## src/tcl_pkg.sv

```systemverilog
package tcl_pkg;

    // Default configuration of the lexer.
    localparam int PREFIX_CHARS_DEFAULT = 8;
    localparam int QUEUE_DEPTH_DEFAULT  = 4;

    // Width of the word constants below, large enough for the widest prefix.
    localparam int WORD_BITS = 64;

    // Result kinds as they appear on the output item.
    typedef enum logic [2:0] {
        KIND_RESERVED      = 3'd0,
        KIND_INTEGER       = 3'd1,
        KIND_OPERATOR      = 3'd2,
        KIND_VARIABLE      = 3'd3,
        KIND_FLOAT         = 3'd4,
        KIND_STMT_END      = 3'd5,
        KIND_ACCEPT        = 3'd6,
        KIND_COMPILE_ERROR = 3'd7
    } kind_t;

    // One queue entry holds the one or two results caused by an input item.
    typedef struct packed {
        logic  pair;
        kind_t first;
        kind_t second;
    } entry_t;

    // Character codes with a special meaning.
    localparam logic [7:0] CHAR_SEMI  = 8'h3B;
    localparam logic [7:0] CHAR_DOT   = 8'h2E;
    localparam logic [7:0] CHAR_UNDER = 8'h5F;
    localparam logic [7:0] CHAR_SPACE = 8'h20;
    localparam logic [7:0] CHAR_TAB   = 8'h09;
    localparam logic [7:0] CHAR_CR    = 8'h0D;

    // A fixed word, first character in the lowest byte, with its length.
    typedef struct packed {
        logic [WORD_BITS-1:0] text;
        logic [3:0]           len;
    } word_t;

    // Turns a string literal (first character highest) into byte order with
    // the first character in the lowest byte and zeros above the word.
    function automatic logic [WORD_BITS-1:0] word_le(logic [WORD_BITS-1:0] lit, int n);
        logic [WORD_BITS-1:0] r;
        r = '0;
        for (int i = 0; i < WORD_BITS / 8; i++) begin
            if (i < n) begin
                r[8*i +: 8] = lit[8*(n-1-i) +: 8];
            end
        end
        return r;
    endfunction

    localparam word_t RESERVED_WORDS [16] = '{
        '{word_le("const", 5),   4'd5},
        '{word_le("int", 3),     4'd3},
        '{word_le("float", 5),   4'd5},
        '{word_le("double", 6),  4'd6},
        '{word_le("long", 4),    4'd4},
        '{word_le("static", 6),  4'd6},
        '{word_le("void", 4),    4'd4},
        '{word_le("char", 4),    4'd4},
        '{word_le("extern", 6),  4'd6},
        '{word_le("return", 6),  4'd6},
        '{word_le("break", 5),   4'd5},
        '{word_le("enum", 4),    4'd4},
        '{word_le("struct", 6),  4'd6},
        '{word_le("typedef", 7), 4'd7},
        '{word_le("union", 5),   4'd5},
        '{word_le("goto", 4),    4'd4}
    };

    localparam word_t OPERATOR_WORDS [11] = '{
        '{word_le("+", 1),  4'd1},
        '{word_le("-", 1),  4'd1},
        '{word_le("*", 1),  4'd1},
        '{word_le("/", 1),  4'd1},
        '{word_le("=", 1),  4'd1},
        '{word_le("==", 2), 4'd2},
        '{word_le("!=", 2), 4'd2},
        '{word_le(">=", 2), 4'd2},
        '{word_le("<=", 2), 4'd2},
        '{word_le(">", 1),  4'd1},
        '{word_le("<", 1),  4'd1}
    };

endpackage

```

## src/tcl_front.sv

```systemverilog
module tcl_front #(
    parameter int PREFIX_CHARS = tcl_pkg::PREFIX_CHARS_DEFAULT
) (
    input  logic             aclk,
    input  logic             aresetn,
    input  logic             accept,
    input  logic [7:0]       char_code,
    input  logic             end_of_input,
    output logic             push,
    output tcl_pkg::entry_t  push_entry
);

    localparam int PREFIX_BITS = 8 * PREFIX_CHARS;

    logic [PREFIX_BITS-1:0] prefix_reg, prefix_next;
    logic [7:0]             len_reg, len_next;
    logic                   all_digits_reg, all_digits_next;
    logic                   ident_ok_reg, ident_ok_next;
    logic [1:0]             dot_count_reg, dot_count_next;
    logic                   error_reg, error_next;
    logic                   ended_reg, ended_next;

    logic [tcl_pkg::WORD_BITS-1:0] prefix_wide;
    logic                          reserved_hit, operator_hit;
    logic                          tok_has, tok_bad;
    tcl_pkg::kind_t                tok_kind;
    logic                          is_digit, is_letter, is_space, is_semi, is_dot;
    logic                          err_after, ended_after;
    tcl_pkg::kind_t                final_kind;

    // Compare the pending token against the fixed word lists in parallel.
    always_comb begin
        prefix_wide  = tcl_pkg::WORD_BITS'(prefix_reg);
        reserved_hit = 1'b0;
        operator_hit = 1'b0;
        for (int i = 0; i < 16; i++) begin
            if (len_reg == 8'(tcl_pkg::RESERVED_WORDS[i].len) &&
                prefix_wide == tcl_pkg::RESERVED_WORDS[i].text) begin
                reserved_hit = 1'b1;
            end
        end
        for (int i = 0; i < 11; i++) begin
            if (len_reg == 8'(tcl_pkg::OPERATOR_WORDS[i].len) &&
                prefix_wide == tcl_pkg::OPERATOR_WORDS[i].text) begin
                operator_hit = 1'b1;
            end
        end
    end

    // Class of the pending token, in priority order.
    always_comb begin
        tok_has  = (len_reg != 8'd0);
        tok_bad  = 1'b0;
        tok_kind = tcl_pkg::KIND_RESERVED;
        if (reserved_hit) begin
            tok_kind = tcl_pkg::KIND_RESERVED;
        end else if (all_digits_reg && dot_count_reg == 2'd0) begin
            tok_kind = tcl_pkg::KIND_INTEGER;
        end else if (operator_hit) begin
            tok_kind = tcl_pkg::KIND_OPERATOR;
        end else if (ident_ok_reg) begin
            tok_kind = tcl_pkg::KIND_VARIABLE;
        end else if (all_digits_reg && dot_count_reg == 2'd1 && len_reg != 8'd1) begin
            tok_kind = tcl_pkg::KIND_FLOAT;
        end else begin
            tok_bad = tok_has;
        end
    end

    // Character classes of the incoming byte.
    always_comb begin
        is_digit  = (char_code >= "0") && (char_code <= "9");
        is_letter = ((char_code >= "a") && (char_code <= "z")) ||
                    ((char_code >= "A") && (char_code <= "Z"));
        is_space  = (char_code == tcl_pkg::CHAR_SPACE) ||
                    ((char_code >= tcl_pkg::CHAR_TAB) && (char_code <= tcl_pkg::CHAR_CR));
        is_semi   = (char_code == tcl_pkg::CHAR_SEMI);
        is_dot    = (char_code == tcl_pkg::CHAR_DOT);
    end

    // Final verdict at end of input.
    always_comb begin
        err_after   = error_reg || tok_bad;
        ended_after = (tok_has && !error_reg) ? 1'b0 : ended_reg;
        final_kind  = (!err_after && ended_after) ? tcl_pkg::KIND_ACCEPT
                                                  : tcl_pkg::KIND_COMPILE_ERROR;
    end

    // Token state update and the results each item causes.
    always_comb begin
        prefix_next       = prefix_reg;
        len_next          = len_reg;
        all_digits_next   = all_digits_reg;
        ident_ok_next     = ident_ok_reg;
        dot_count_next    = dot_count_reg;
        error_next        = error_reg;
        ended_next        = ended_reg;
        push              = 1'b0;
        push_entry.pair   = 1'b0;
        push_entry.first  = tok_kind;
        push_entry.second = tcl_pkg::KIND_STMT_END;

        if (accept) begin
            if (end_of_input) begin
                push = 1'b1;
                if (!error_reg && tok_has && !tok_bad) begin
                    push_entry.pair   = 1'b1;
                    push_entry.first  = tok_kind;
                    push_entry.second = final_kind;
                end else begin
                    push_entry.first  = final_kind;
                end
                prefix_next     = '0;
                len_next        = 8'd0;
                all_digits_next = 1'b1;
                ident_ok_next   = 1'b1;
                dot_count_next  = 2'd0;
                error_next      = 1'b0;
                ended_next      = 1'b0;
            end else if (!error_reg) begin
                if (is_space || is_semi) begin
                    prefix_next     = '0;
                    len_next        = 8'd0;
                    all_digits_next = 1'b1;
                    ident_ok_next   = 1'b1;
                    dot_count_next  = 2'd0;
                    if (tok_bad) begin
                        error_next = 1'b1;
                    end else if (tok_has) begin
                        push             = 1'b1;
                        push_entry.pair  = is_semi;
                        push_entry.first = tok_kind;
                        ended_next       = is_semi;
                    end else if (is_semi) begin
                        push             = 1'b1;
                        push_entry.first = tcl_pkg::KIND_STMT_END;
                        ended_next       = 1'b1;
                    end
                end else begin
                    for (int i = 0; i < PREFIX_CHARS; i++) begin
                        if (len_reg == 8'(i)) begin
                            prefix_next[8*i +: 8] = char_code;
                        end
                    end
                    all_digits_next = all_digits_reg && (is_digit || is_dot);
                    if (is_dot && dot_count_reg != 2'd2) begin
                        dot_count_next = dot_count_reg + 2'd1;
                    end
                    ident_ok_next = ident_ok_reg &&
                                    (is_digit || is_letter ||
                                     char_code == tcl_pkg::CHAR_UNDER) &&
                                    !(len_reg == 8'd0 && is_digit);
                    if (len_reg != 8'hFF) begin
                        len_next = len_reg + 8'd1;
                    end
                end
            end
        end
    end

    // Token and verdict registers.
    always_ff @(posedge aclk) begin
        if (!aresetn) begin
            prefix_reg     <= '0;
            len_reg        <= 8'd0;
            all_digits_reg <= 1'b1;
            ident_ok_reg   <= 1'b1;
            dot_count_reg  <= 2'd0;
            error_reg      <= 1'b0;
            ended_reg      <= 1'b0;
        end else begin
            prefix_reg     <= prefix_next;
            len_reg        <= len_next;
            all_digits_reg <= all_digits_next;
            ident_ok_reg   <= ident_ok_next;
            dot_count_reg  <= dot_count_next;
            error_reg      <= error_next;
            ended_reg      <= ended_next;
        end
    end

endmodule

```

## src/tcl_queue.sv

```systemverilog
module tcl_queue #(
    parameter int DEPTH = tcl_pkg::QUEUE_DEPTH_DEFAULT
) (
    input  logic             aclk,
    input  logic             aresetn,
    input  logic             push,
    input  tcl_pkg::entry_t  push_entry,
    input  logic             pop,
    output tcl_pkg::entry_t  head,
    output logic             empty,
    output logic             full
);

    localparam int PTR_W = (DEPTH > 1) ? $clog2(DEPTH) : 1;
    localparam int CNT_W = $clog2(DEPTH + 1);

    tcl_pkg::entry_t  store_reg [DEPTH];
    logic [PTR_W-1:0] wr_ptr_reg, wr_ptr_next;
    logic [PTR_W-1:0] rd_ptr_reg, rd_ptr_next;
    logic [CNT_W-1:0] count_reg, count_next;
    logic             do_push, do_pop;

    assign empty   = (count_reg == '0);
    assign full    = (count_reg == CNT_W'(DEPTH));
    assign head    = store_reg[rd_ptr_reg];
    assign do_push = push && !full;
    assign do_pop  = pop && !empty;

    // Pointer and fill count update with wrap at the depth.
    always_comb begin
        wr_ptr_next = wr_ptr_reg;
        rd_ptr_next = rd_ptr_reg;
        count_next  = count_reg;
        if (do_push) begin
            wr_ptr_next = (wr_ptr_reg == PTR_W'(DEPTH - 1)) ? '0 : wr_ptr_reg + 1'b1;
        end
        if (do_pop) begin
            rd_ptr_next = (rd_ptr_reg == PTR_W'(DEPTH - 1)) ? '0 : rd_ptr_reg + 1'b1;
        end
        if (do_push && !do_pop) begin
            count_next = count_reg + 1'b1;
        end else if (do_pop && !do_push) begin
            count_next = count_reg - 1'b1;
        end
    end

    always_ff @(posedge aclk) begin
        if (!aresetn) begin
            wr_ptr_reg <= '0;
            rd_ptr_reg <= '0;
            count_reg  <= '0;
        end else begin
            wr_ptr_reg <= wr_ptr_next;
            rd_ptr_reg <= rd_ptr_next;
            count_reg  <= count_next;
        end
    end

    // Entry storage needs no reset.
    always_ff @(posedge aclk) begin
        if (do_push) begin
            store_reg[wr_ptr_reg] <= push_entry;
        end
    end

endmodule

```

## src/tcl_back.sv

```systemverilog
module tcl_back (
    input  logic             aclk,
    input  logic             aresetn,
    input  tcl_pkg::entry_t  head,
    input  logic             empty,
    output logic             pop,
    output logic             m_tvalid,
    input  logic             m_tready,
    output logic [7:0]       m_tdata,
    output logic             m_tlast
);

    logic           valid_reg, valid_next;
    tcl_pkg::kind_t kind_reg, kind_next;
    logic           last_reg, last_next;
    logic           second_reg, second_next;
    logic           load;

    assign m_tvalid = valid_reg;
    assign m_tdata  = {5'd0, kind_reg};
    assign m_tlast  = last_reg;
    assign load     = !valid_reg || m_tready;

    // Deliver the head entry one result at a time into the output register.
    always_comb begin
        valid_next  = valid_reg;
        kind_next   = kind_reg;
        last_next   = last_reg;
        second_next = second_reg;
        pop         = 1'b0;
        if (load) begin
            valid_next = !empty;
            if (!empty) begin
                if (second_reg) begin
                    kind_next   = head.second;
                    last_next   = 1'b1;
                    second_next = 1'b0;
                    pop         = 1'b1;
                end else begin
                    kind_next   = head.first;
                    last_next   = !head.pair;
                    second_next = head.pair;
                    pop         = !head.pair;
                end
            end
        end
    end

    always_ff @(posedge aclk) begin
        if (!aresetn) begin
            valid_reg  <= 1'b0;
            second_reg <= 1'b0;
        end else begin
            valid_reg  <= valid_next;
            second_reg <= second_next;
        end
    end

    // Output payload needs no reset.
    always_ff @(posedge aclk) begin
        kind_reg <= kind_next;
        last_reg <= last_next;
    end

endmodule

```

## src/token_class_lexer.sv

```systemverilog
// An accepted item's results are written into the queue, then loaded one at a time into
// the output register, from which they are offered on the output.
// Throughput: one input item per cycle while the queue (four entries by default) has room;
// the output delivers one result per cycle while m_tready is high, so an item with two
// results holds it for both, and a steady run of such items slows the input once the queue fills.
// Reset: synchronous, active low; it clears the token state, the queue and the output
// valid at once, with no clearing pass.
module token_class_lexer #(
    parameter int PREFIX_CHARS = tcl_pkg::PREFIX_CHARS_DEFAULT,
    parameter int QUEUE_DEPTH  = tcl_pkg::QUEUE_DEPTH_DEFAULT
) (
    input  logic       aclk,
    input  logic       aresetn,
    input  logic       s_tvalid,
    output logic       s_tready,
    input  logic [7:0] s_tdata,   // [7:0] char_code
    input  logic       s_tuser,   // [0] end_of_input
    output logic       m_tvalid,
    input  logic       m_tready,
    output logic [7:0] m_tdata,   // [2:0] kind, [7:3] zero
    output logic       m_tlast
);

    logic            accept;
    logic            push;
    tcl_pkg::entry_t push_entry;
    logic            pop;
    tcl_pkg::entry_t head;
    logic            empty;
    logic            full;

    assign s_tready = !full;
    assign accept   = s_tvalid && s_tready;

    // Classifier: updates the token state and emits one queue entry per result group.
    tcl_front #(
        .PREFIX_CHARS (PREFIX_CHARS)
    ) u_front (
        .aclk         (aclk),
        .aresetn      (aresetn),
        .accept       (accept),
        .char_code    (s_tdata),
        .end_of_input (s_tuser),
        .push         (push),
        .push_entry   (push_entry)
    );

    // Queue between classifier and output stage.
    tcl_queue #(
        .DEPTH (QUEUE_DEPTH)
    ) u_queue (
        .aclk       (aclk),
        .aresetn    (aresetn),
        .push       (push),
        .push_entry (push_entry),
        .pop        (pop),
        .head       (head),
        .empty      (empty),
        .full       (full)
    );

    // Output stage: splits entries into single result items.
    tcl_back u_back (
        .aclk     (aclk),
        .aresetn  (aresetn),
        .head     (head),
        .empty    (empty),
        .pop      (pop),
        .m_tvalid (m_tvalid),
        .m_tready (m_tready),
        .m_tdata  (m_tdata),
        .m_tlast  (m_tlast)
    );

endmodule

```

## config.mk

```make
export PLATFORM = sky130hd
export DESIGN_NAME = token_class_lexer
export DESIGN_NICKNAME = d
export VERILOG_FILES = /design/src/tcl_pkg.sv /design/src/tcl_front.sv /design/src/tcl_queue.sv /design/src/tcl_back.sv /design/src/token_class_lexer.sv
export SDC_FILE = /design/constraint.sdc
export NUM_CORES = 1
export LEC_CHECK = 0
export BUFFER_PORTS_ARGS = -buffer_cell sky130_fd_sc_hd__buf_2
export CAP_MARGIN = 15
export CORE_MARGIN = 2
export CORE_UTILIZATION = 62
export CTS_CLUSTER_SIZE = 12
export DETAILED_ROUTE_END_ITERATION = 8
export PLACE_DENSITY = 0.91
export SKIP_LAST_GASP = 1
export SYNTH_ARGS = -nofsm -noshare
export SYNTH_HDL_FRONTEND = slang
export SYNTH_SLANG_ARGS = --single-unit
```

## constraint.sdc

```tcl
create_clock -name aclk -period 4.61 [get_ports aclk]
set_clock_uncertainty 0.15 [all_clocks]
set_input_delay 0.2305 -clock aclk [delete_from_list [all_inputs] [get_ports aclk]]
set_output_delay 0.2305 -clock aclk [all_outputs]
set_load 0.1 [all_outputs]
```

Word-level counts from Yosys, hierarchy flattened
Memories as Yosys holds them, arrays and structs flattened. A register that Yosys moved wholly into a read port is not among the register bits.
Index checks and enable logic that the tools add are counted.
- register bits: 91
- bits in writable memories: 28
- bits of input ports: 13
- output and inout bits: 11
- logic and storage cells: 285
- memories: 1
- add/subtract/negate cells: 6
- $lt $le $gt $ge: 8
- equality and inequality tests: 47
- mux-type cells: 106
- bitwise logic cells: 1
- reductions and logical operators: 95
- memory list (memory ; words ; width ; rd ports ; clocked after memory_dff ; wr ports ; RTL line ; text):
    u_queue.store_reg ; 4 ; 7 ; 1 ; 1 ; 1 ; tcl_queue.sv:17 ; tcl_pkg::entry_t store_reg [DEPTH];
- operators by type and width (kind ; count):
    64-bit by 6-bit == test with 1-bit output, second input constant ; 7
    64-bit by 31-bit == test with 1-bit output, second input constant ; 5
    64-bit by 47-bit == test with 1-bit output, second input constant ; 5
    64-bit by 14-bit == test with 1-bit output, second input constant ; 4
    64-bit by 39-bit == test with 1-bit output, second input constant ; 4
    64-bit 2-to-1 mux ; 3
    8-bit 2-to-1 mux ; 12
    1-bit 2-to-1 mux ; 65
    64-bit by 23-bit == test with 1-bit output, second input constant ; 1
    64-bit by 55-bit == test with 1-bit output, second input constant ; 1
    1-bit logical AND ; 47
    3-bit 2-to-1 mux ; 13
    3-bit nonzero test ; 11
    8-bit by 3-bit == test with 1-bit output, second input constant ; 4
    3-bit AND reduction ; 10
    8-bit by 6-bit == test with 1-bit output, second input constant ; 3
    8-bit by 2-bit == test with 1-bit output, second input constant ; 2
    8-bit by 7-bit greater-or-equal comparator with 1-bit output, second input constant ; 2
    8-bit by 7-bit less-or-equal comparator with 1-bit output, second input constant ; 2
    2-bit 2-to-1 mux ; 8
    4-bit 2-to-1 mux ; 4
    1-bit logical NOT ; 10
    8-bit by 1-bit adder with 8-bit output, second input constant ; 1
    8-bit by 1-bit == test with 1-bit output, second input constant ; 1
    other kinds (24) ; 38

Depth between registers and ports, before layout
Gate-level depths: netlist (run 1).
- depth in word-level cells: 29
- mapped depth: 15
- mapped depth without buffers: 15

Cells and area by module
From an unflattened synthesis (run 1), not the netlist that was laid out.
- cells, all modules: 685
- area total of the unflattened synthesis: 6411.1 µm²
- modules (own cells, without submodules) (module ; times used ; cells an instance ; area each (µm²) ; sequential area each (µm²)):
    tcl_front ; 1 ; 570 ; 4606.9 ; 1561.5
    tcl_queue ; 1 ; 88 ; 1492.7 ; 1021.0
    tcl_back ; 1 ; 25 ; 301.5 ; 160.2
    token_class_lexer ; 1 ; 2 ; 10.0 ; 0.0

Worst setup path after synthesis (run 1)
Ideal clock, no wire load.
- path kind: reg2reg
- start point: register u_front.prefix_reg[59]
- end point: register u_queue.count_reg[2]
- library setup time: 0.076 ns
- data arrival time: 3.315 ns
- data required time: 4.384 ns
- setup slack: 1.070 ns
- stages on the path, launching flop included: 14
- buffers on the path: 0
- period minus slack after synthesis: 3.540 ns
- cells stage by stage: dfxtp_1 -> nor4_4 -> nand4_1 -> or4_1 -> or3_1 -> o2111a_1 -> and3_4 -> nor2_1 -> ha_1 -> inv_1 -> fa_1 -> xor2_1 -> or3_1 -> a21boi_0
- word-level cells in the longest chain between the ends: 28
- elaborated cells on any way between the ends: 95
- classes of those cells: eq/ne (27); mux (36); reduce/logical (32)
- RTL lines (item ; RTL line ; text):
    from (decl) ; tcl_front.sv:15 ; logic [PREFIX_BITS-1:0] prefix_reg, prefix_next;
    from (signal assigned) ; tcl_front.sv:172 ; prefix_reg <= prefix_next;
    64-bit by 39-bit == test with 1-bit output ; tcl_front.sv:38 ; prefix_wide == tcl_pkg::RESERVED_WORDS[i].text) begin
    1-bit logical AND ; tcl_front.sv:37 ; if (len_reg == 8'(tcl_pkg::RESERVED_WORDS[i].len) &&
    1-bit 2-to-1 mux (16 in a row) ; tcl_front.sv:37 ;
    1-bit 2-to-1 mux * ; tcl_front.sv:55 ; if (reserved_hit) begin
    1-bit 2-to-1 mux * ; tcl_front.sv:127 ; if (tok_bad) begin
    1-bit 2-to-1 mux * ; tcl_front.sv:121 ; if (is_space || is_semi) begin
    1-bit 2-to-1 mux * ; tcl_front.sv:120 ; end else if (!error_reg) begin
    1-bit 2-to-1 mux * ; tcl_front.sv:104 ; if (end_of_input) begin
    1-bit 2-to-1 mux * ; tcl_front.sv:103 ; if (accept) begin
    1-bit logical AND * ; tcl_queue.sv:26 ; assign do_push = push && !full;
    net u_queue.do_push ; tcl_queue.sv:21 ; logic do_push, do_pop;
    1-bit logical NOT ; tcl_queue.sv:42 ; end else if (do_pop && !do_push) begin
    1-bit logical AND ; tcl_queue.sv:42 ;
    2-bit nonzero test (no line) ; - ;
    to (signal assigned) ; tcl_queue.sv:55 ; count_reg <= count_next;
    to (decl) ; tcl_queue.sv:20 ; logic [CNT_W-1:0] count_reg, count_next;
The timed path passes the listed nets; every way through them passes the cells marked *.
A chain may end at the register's enable or synchronous reset.

Final worst setup path (run 1)
- start point: register u_front.prefix_reg[62]
- end point: register u_queue.count_reg[2]
The elaborated chain is that of the path after synthesis.

==> key figures, run 1 <==
Logic synthesis
  – Avg Inst Size Synth: 9.34 um2
  – Mapped Cells: 667
  – Count of different cell masters after synthesis: 64
  – EDFF count, synth: 28
  – Post-synthesis sequential area ratio: 42.1%
  – Netlist Area Pre-Place: 6230 um2
  – Post-synth top flop: dfxtp_1
  – Synthesis-stage register bit count: 117
  – Async set-or-reset flop fraction in the synthesized netlist: 0%
  – Syn. warnings: 0

Critical path
  – Crit end category: flop
  – Critical path's top delay family: simple AND/OR/NAND/NOR gates
  – Crit path buf inv count: 1
  – Crit path kind: reg2reg
  – Max stage delay on crit path: 650 ps
  – Most used cell along the critical path: nor4_1
  – Worst EP required: 4920 ps
  – Worst-path maximum fanout: 6
  – CP Data Arrival Time: 4480 ps
  – Startpoint types: flop
  – Worst-path cell chain: nor4_1 > nand4_1 > nor4_1 > o211ai_1 > nor3b_1 > and3_4 > nor2_1 > ha_1 > inv_1 > fa_1 > xor2_1 > or3_1 > a21boi_0
  – CP max stage cell: nor4_1

Global route
  – Largest net degree at the start of global routing: 84
  – First-pass GRT wire length: 28400 um
  – Tot GR Track Use: 34.0%
  – Vias in the first global route: 5448
  – Initial antenna violation count: 0
  – GRT overflow: 0

Timing
  – Endpoints failing setup: 0
  – Final worst slack: 443 ps
  – Setup_tns: 0 ps
  – Pins Over Slew Limit: 0
  – Worst Tran Pin Value: 1190 ps
  – Tmin final: 4170 ps
  – RSZ-0062 raised after global routing: false
  – Tcrit/Tclk final: 90.4%
  – F_max: 240 MHz
  – Final hold vios: 0
  – Slew HR: 20.3%

Clock tree
  – Clk sinks: 117
  – Worst-path clk slew: 60 ps
  – Skew-Pair Late Insertion Delay: 540 ps
  – Post-CTS Setup Bufs: 0
  – CTS tree: done
  – TritonCTS Buffers: 17
  – Cts repair resizes: 0
  – CTS Hold Buffers Added: 1
  – Root Buffer: clkbuf_8
  – H-Tree Depth: 4
  – CTS max path bufs: 2

Routing
  – Initial detailed-routing violation count: 601
  – Aggregate routed wire length: 17900 um
  – Vias: 5637
  – # DRC: 0
  – Vias per cell: 6.79
  – First-pass DRT Iterations: 6
  – Routed len/inst: 21.6 um
  – Detail Route Antenna Nets: 0

Floorplan
  – Core Area: 9770 um2
  – Row cnt: 36
  – Chip width: 104 um
  – Initial Utilization: 63.8%
  – I/O Pins: 24
  – Die area: 10900 um2
  – Die H: 104 um

Job
  – Total of max-cap violations: 0

Placed design
  – Dpl ws: 600 ps
  – RePlAce Congestion: 0.989
  – Post-DP HPWL: 11800 um
  – Number of port buffers: 18

Finish
  – Final antenna diode count: 0
  – Syn-to-layout area delta: 11.8%
  – Ratio of cells with drive above 1 in the final layout: 10.3%
  – Final nets: 711
  – Max FFs per register: 64
  – Most common cell after layout, fill and taps aside: dfxtp_1
  – Commonest non-fill, non-tap cells in the layout: dfxtp_1, nor2b_1, a22oi_1
  – Fillers: 710

Pwr
  – Leakage: 2.37 nW
  – Peak VDD IR: 402 uV
  – Pwr Density: 437 nW/um2

Run status
  – Outcome: finished, final reports clean

Hold path
  – Hold Path Class: in2reg
-- cell families (layout without fill, tap and decap cells) --
logic type                 Yosys count  count (layout)  synth area share (%)
other                                2               9                 0.121
AOI/OAI and AO/OA                  131             131                  14.9
and+or+nand+nor                    334             334                  32.5
adders and majority gates           14              14                  2.93
xor gates and xnor gates             7               7                 0.984
DFF                                117             117                  42.1
buffers and inverters               50              73                  3.33
muxes                               12              12                  3.17
-- final timing paths --
| path | cells past startpoint | to | slack [ps] | startpoint |
|---|---|---|---|---|
| worst min-delay path | 3 | u_front.prefix_reg[27]$_SDFFE_PN0P_ | 50 | s_tdata[3] |
| worst min register to register | 2 | u_front.dot_count_reg[1]$_SDFFE_PN0P_ | 360 | u_front.dot_count_reg[1]$_SDFFE_PN0P_ |
| worst max-delay path | 13 | u_queue.count_reg[2]$_SDFFE_PN0P_ | 440 | u_front.prefix_reg[62]$_SDFFE_PN0P_ |
| worst max register to register | 13 | u_queue.count_reg[2]$_SDFFE_PN0P_ | 440 | u_front.prefix_reg[62]$_SDFFE_PN0P_ |
-- worst min-delay path, stage by stage --
cell and delay, ps:
buf_2 210, a22oi_1 190, nor2b_1 60
-- stage by stage --
| step | util [%] | area [um2] | instances | power, mW | hold slack, ps |
|---|---|---|---|---|---|
| after floorplan | - | 6260 | 674 | 1.70 | 269 |
| after global placement | 65.7 | 6420 | 797 | 1.80 | 313 |
| after detailed placement | 65.7 | 6420 | 797 | 1.83 | 342 |
| after CTS | 71.3 | 6970 | 830 | 3.04 | 29.4 |
| after global routing | 71.3 | 6970 | 830 | 3.15 | 42.5 |
| final | 71.3 | 6970 | 830 | 3.04 | 53.3 |
-- synthesized netlist by cell type, drive strengths merged (5+ instances only) --
| master | number | area (um2) |
|---|---|---|
| buf | 7 | 46.3 |
| nor2 | 33 | 124 |
| and4b | 7 | 70.1 |
| a22oi | 66 | 495 |
| a21boi | 5 | 37.5 |
| nor3b | 9 | 67.6 |
| nand3 | 22 | 110 |
| nand2 | 46 | 173 |
| nor2b | 80 | 500 |
| edfxtp | 28 | 841 |
| a21oi | 15 | 75.1 |
| and4 | 5 | 43.8 |
| inv | 14 | 52.6 |
| nor4b | 9 | 93.8 |
| nor3 | 18 | 90.1 |
| nor4bb | 6 | 60.1 |
| ha | 13 | 163 |
| dfxtp | 89 | 1780 |
| nand3b | 6 | 45.0 |
| and2 | 7 | 45.1 |
| mux4 | 6 | 135 |
| nand4 | 24 | 150 |
| xor2 | 6 | 52.6 |
| o21ai | 17 | 85.1 |
| and3 | 15 | 98.8 |
| nor4 | 22 | 153 |
| clkbuf | 29 | 109 |
-- layout make-up --
class                   instances  area, um2  share of cell area [%]
well taps                     133        166                    2.39
repair buffers                 27        160                    2.30
clock buffers                  19        422                    6.05
inverters                      14       52.6                   0.754
flip-flops and latches        117       2620                    37.6
clock inverters                13        115                    1.65
multi-input cells             507       3430                    49.2
-- layer usage --
metal	share of wire, %	global-route usage (%)	routed length, um	up-vias
met4	3.9	16.1	691	0
li1	-	-	-	2547
met5	0	0	0	-
met1	39	42.4	6910	2654
met2	48	54.4	8520	375
met3	10	9.52	1810	61
-- power by group --
group	total (mW)	internal, mW	switching, mW	leakage, nW
registers	1.20	1.13	0.0677	0.975
clock network	1.20	0.753	0.450	0.261
logic	0.638	0.180	0.458	1.13
Power figures use the tool's default switching activity.
==> run 2, diff against run 1 <==
- SYNTH_HIERARCHICAL: default -> 1
==> run 2 against run 1 <==
The flow now finishes with violations (design-rule violations); flip-flop and latch count up 4; synthesized cell count grew 2.7%; sequential share of layout area increased by 0.64 points; clock power is 9% higher; utilization is 0.94 points lower; largest cell class unchanged; first-iteration DRC count increased by 37%.
==> key figures, run 2 <==
Global route
  – Largest net degree at the start of global routing: 69
  – Vias in the first global route: 5673
  – Initial antenna violation count: 0
  – Tot GR Track Use: 35.2%
  – First-pass GRT wire length: 30100 um
  – GRT overflow: 0

Timing
  – Tcrit/Tclk final: 96.9%
  – Worst Tran Pin Value: 1130 ps
  – RSZ-0062 raised after global routing: false
  – F_max: 224 MHz
  – Endpoints failing setup: 0
  – Pins Over Slew Limit: 0
  – Final worst slack: 142 ps
  – Setup_tns: 0 ps
  – Slew HR: 24.6%
  – Final hold vios: 0
  – Tmin final: 4470 ps

Finish
  – Commonest non-fill, non-tap cells in the layout: nor2_1, dfxtp_1, a22oi_1
  – Final antenna diode count: 0
  – Max FFs per register: 64
  – Most common cell after layout, fill and taps aside: nor2_1
  – Final Util: 70.3%
  – Final nets: 723
  – Fillers: 747
  – Ratio of cells with drive above 1 in the final layout: 11.4%
  – Syn-to-layout area delta: 11.7%

Routing
  – Vias: 5821
  – First-pass DRT Iterations: 8
  – Detail Route Antenna Nets: 0
  – # DRC: 2
  – Initial detailed-routing violation count: 824
  – Routed len/inst: 22.6 um
  – Vias per cell: 6.90
  – Aggregate routed wire length: 19100 um

Clock tree
  – Clk sinks: 121
  – CTS tree: done
  – CTS Hold Buffers Added: 3
  – CTS max path bufs: 2
  – Post-CTS Setup Bufs: 0
  – Cts repair resizes: 0
  – H-Tree Depth: 4
  – TritonCTS Buffers: 17
  – Root Buffer: clkbuf_8
  – Worst-path clk slew: 50 ps
  – Skew-Pair Late Insertion Delay: 530 ps

Logic synthesis
  – Async set-or-reset flop fraction in the synthesized netlist: 0%
  – EDFF count, synth: 32
  – Synth top area cells: dfxtp_1, edfxtp_1, a22oi_1, nor2_1, nand2_1
  – Post-synthesis sequential area ratio: 42.8%
  – Synth area leader: dfxtp_1
  – Yosys top cell area share: 27.8%
  – Netlist Area Pre-Place: 6410 um2
  – Post-synth top flop: dfxtp_1
  – Most frequent cell after synthesis: nor2_1
  – Synthesis-stage register bit count: 121
  – Top cells by count, synth: nor2_1, dfxtp_1, a22oi_1, nand2_1, edfxtp_1
  – Count of different cell masters after synthesis: 74
  – Avg Inst Size Synth: 9.36 um2
  – Mapped Cells: 685
  – Syn. warnings: 6

Floorplan
  – Die area: 11200 um2
  – Core Area: 10200 um2
  – Chip width: 106 um
  – Row cnt: 37
  – Initial Utilization: 62.9%
  – Die H: 106 um
  – I/O Pins: 24

Placed design
  – RePlAce Congestion: 1.05
  – Number of port buffers: 18
  – Post-DP HPWL: 13200 um
  – Dpl ws: 408 ps

Hold path
  – Hold path cells: 3
  – Worst hold start: s_tdata[6]
  – Hold Path Sink: u_front/prefix_reg[22]$_SDFFE_PN0P_
  – Hold Path Class: in2reg

Critical path
  – R2R cell count: 15
  – Crit end category: flop
  – R2R Setup Slk: 140 ps
  – CP Data Arrival Time: 4780 ps
  – RR Startpoint: u_front/prefix_reg[38]$_SDFFE_PN0P_
  – Worst-path maximum fanout: 8
  – R2r endpoint: u_queue/count_reg[2]$_SDFFE_PN0P_
  – Crit path kind: reg2reg
  – Startpoint types: flop
  – Worst EP required: 4920 ps

Run status
  – Failing checks: design-rule violations
  – Outcome: complete, but fails checks

Pwr
  – Internal Pwr Total: 2.27 mW
  – Sw Share: 31.7%
  – Peak VDD IR: 485 uV
  – Sequential power share: 38.4%
  – Pwr Density: 464 nW/um2
  – Leakage: 2.49 nW
  – Net Sw Power: 1.05 mW
  – Clock power frac: 39.4%
  – Logic pwr share: 22.3%

Job
  – Total of max-cap violations: 0
## run 2: power groups by stage
| stage | Sequential [mW] | Combinational [mW] | Clock, mW |
|---|---|---|---|
| floorplan | 1.42 | 0.426 | 0 |
| CTS | 1.27 | 0.729 | 1.32 |
| detailed placement | 1.30 | 0.719 | 0 |
| global route | 1.29 | 0.782 | 1.37 |
| global placement | 1.29 | 0.688 | 0 |
| finish | 1.28 | 0.740 | 1.31 |
## run 2: how the worst max path moves through the flow
stage	slack (ps)	from	end	cells after the start
final	140	u_front/prefix_reg[38]$_SDFFE_PN0P_	u_queue/count_reg[2]$_SDFFE_PN0P_	15
after global routing	40	u_front/prefix_reg[0]$_SDFFE_PN0P_	u_queue/count_reg[2]$_SDFFE_PN0P_	15
after CTS	360	u_front/prefix_reg[0]$_SDFFE_PN0P_	u_queue/count_reg[2]$_SDFFE_PN0P_	15
after detailed placement	410	u_front/prefix_reg[0]$_SDFFE_PN0P_	u_queue/count_reg[2]$_SDFFE_PN0P_	15
after global placement	410	u_front/prefix_reg[37]$_SDFFE_PN0P_	u_queue/count_reg[2]$_SDFFE_PN0P_	15
after floorplan	950	u_front/prefix_reg[4]$_SDFFE_PN0P_	u_queue/count_reg[2]$_SDFFE_PN0P_	16
## run 2: final cells by class
class | count | area (um2) | area share [%]
Multi-Input combinational cell | 508 | 3420 | 47.8
Sequential cell | 121 | 2740 | 38.3
Clock buffer | 20 | 425 | 5.94
Timing Repair Buffer | 29 | 178 | 2.48
Tap cell | 136 | 170 | 2.38
Clock inverter | 11 | 155 | 2.17
Inverter | 19 | 71.3 | 0.996
## run 2: cell families after synthesis
family	count (synthesis)	synth area share [%]
buf+inv	61	4.16
other cells	2	0.117
flops	121	42.8
fa+ha+maj	14	2.85
mux	15	3.84
simple gates	334	30.2
compound gates	131	15.1
xor+xnor	7	0.956
## run 2: metal layers
metal	global-route usage [%]	vias up	part of all wire, %
li1	-	2602	-
met1	46.4	2803	41
met2	55.4	353	47
met3	8.47	63	8.9
met4	15.1	0	3.2
met5	0	-	0
## run 2: stage by stage
step                instance area, um2  total power [mW]  cells  hold slack, ps
floorplan                         6430              1.84    690             197
global placement                  6550              1.98    809             310
detailed placement                6550              2.02    809             320
CTS                               7160              3.32    843            26.6
global route                      7160              3.43    844            46.0
finish                            7160              3.32    844            54.1
## run 2: worst max-delay path, cell delays in order, from the launching register on
cell,delay [ps]
dfxtp_1,440
nor4bb_1,690
nand2_1,140
or4_1,550
nor3_1,170
a211o_1,210
nor2_2,110
a211oi_1,350
o21a_1,150
nor2b_1,180
ha_1,210
inv_1,60
fa_1,380
xor2_1,160
or3_1,310
a21boi_1,140
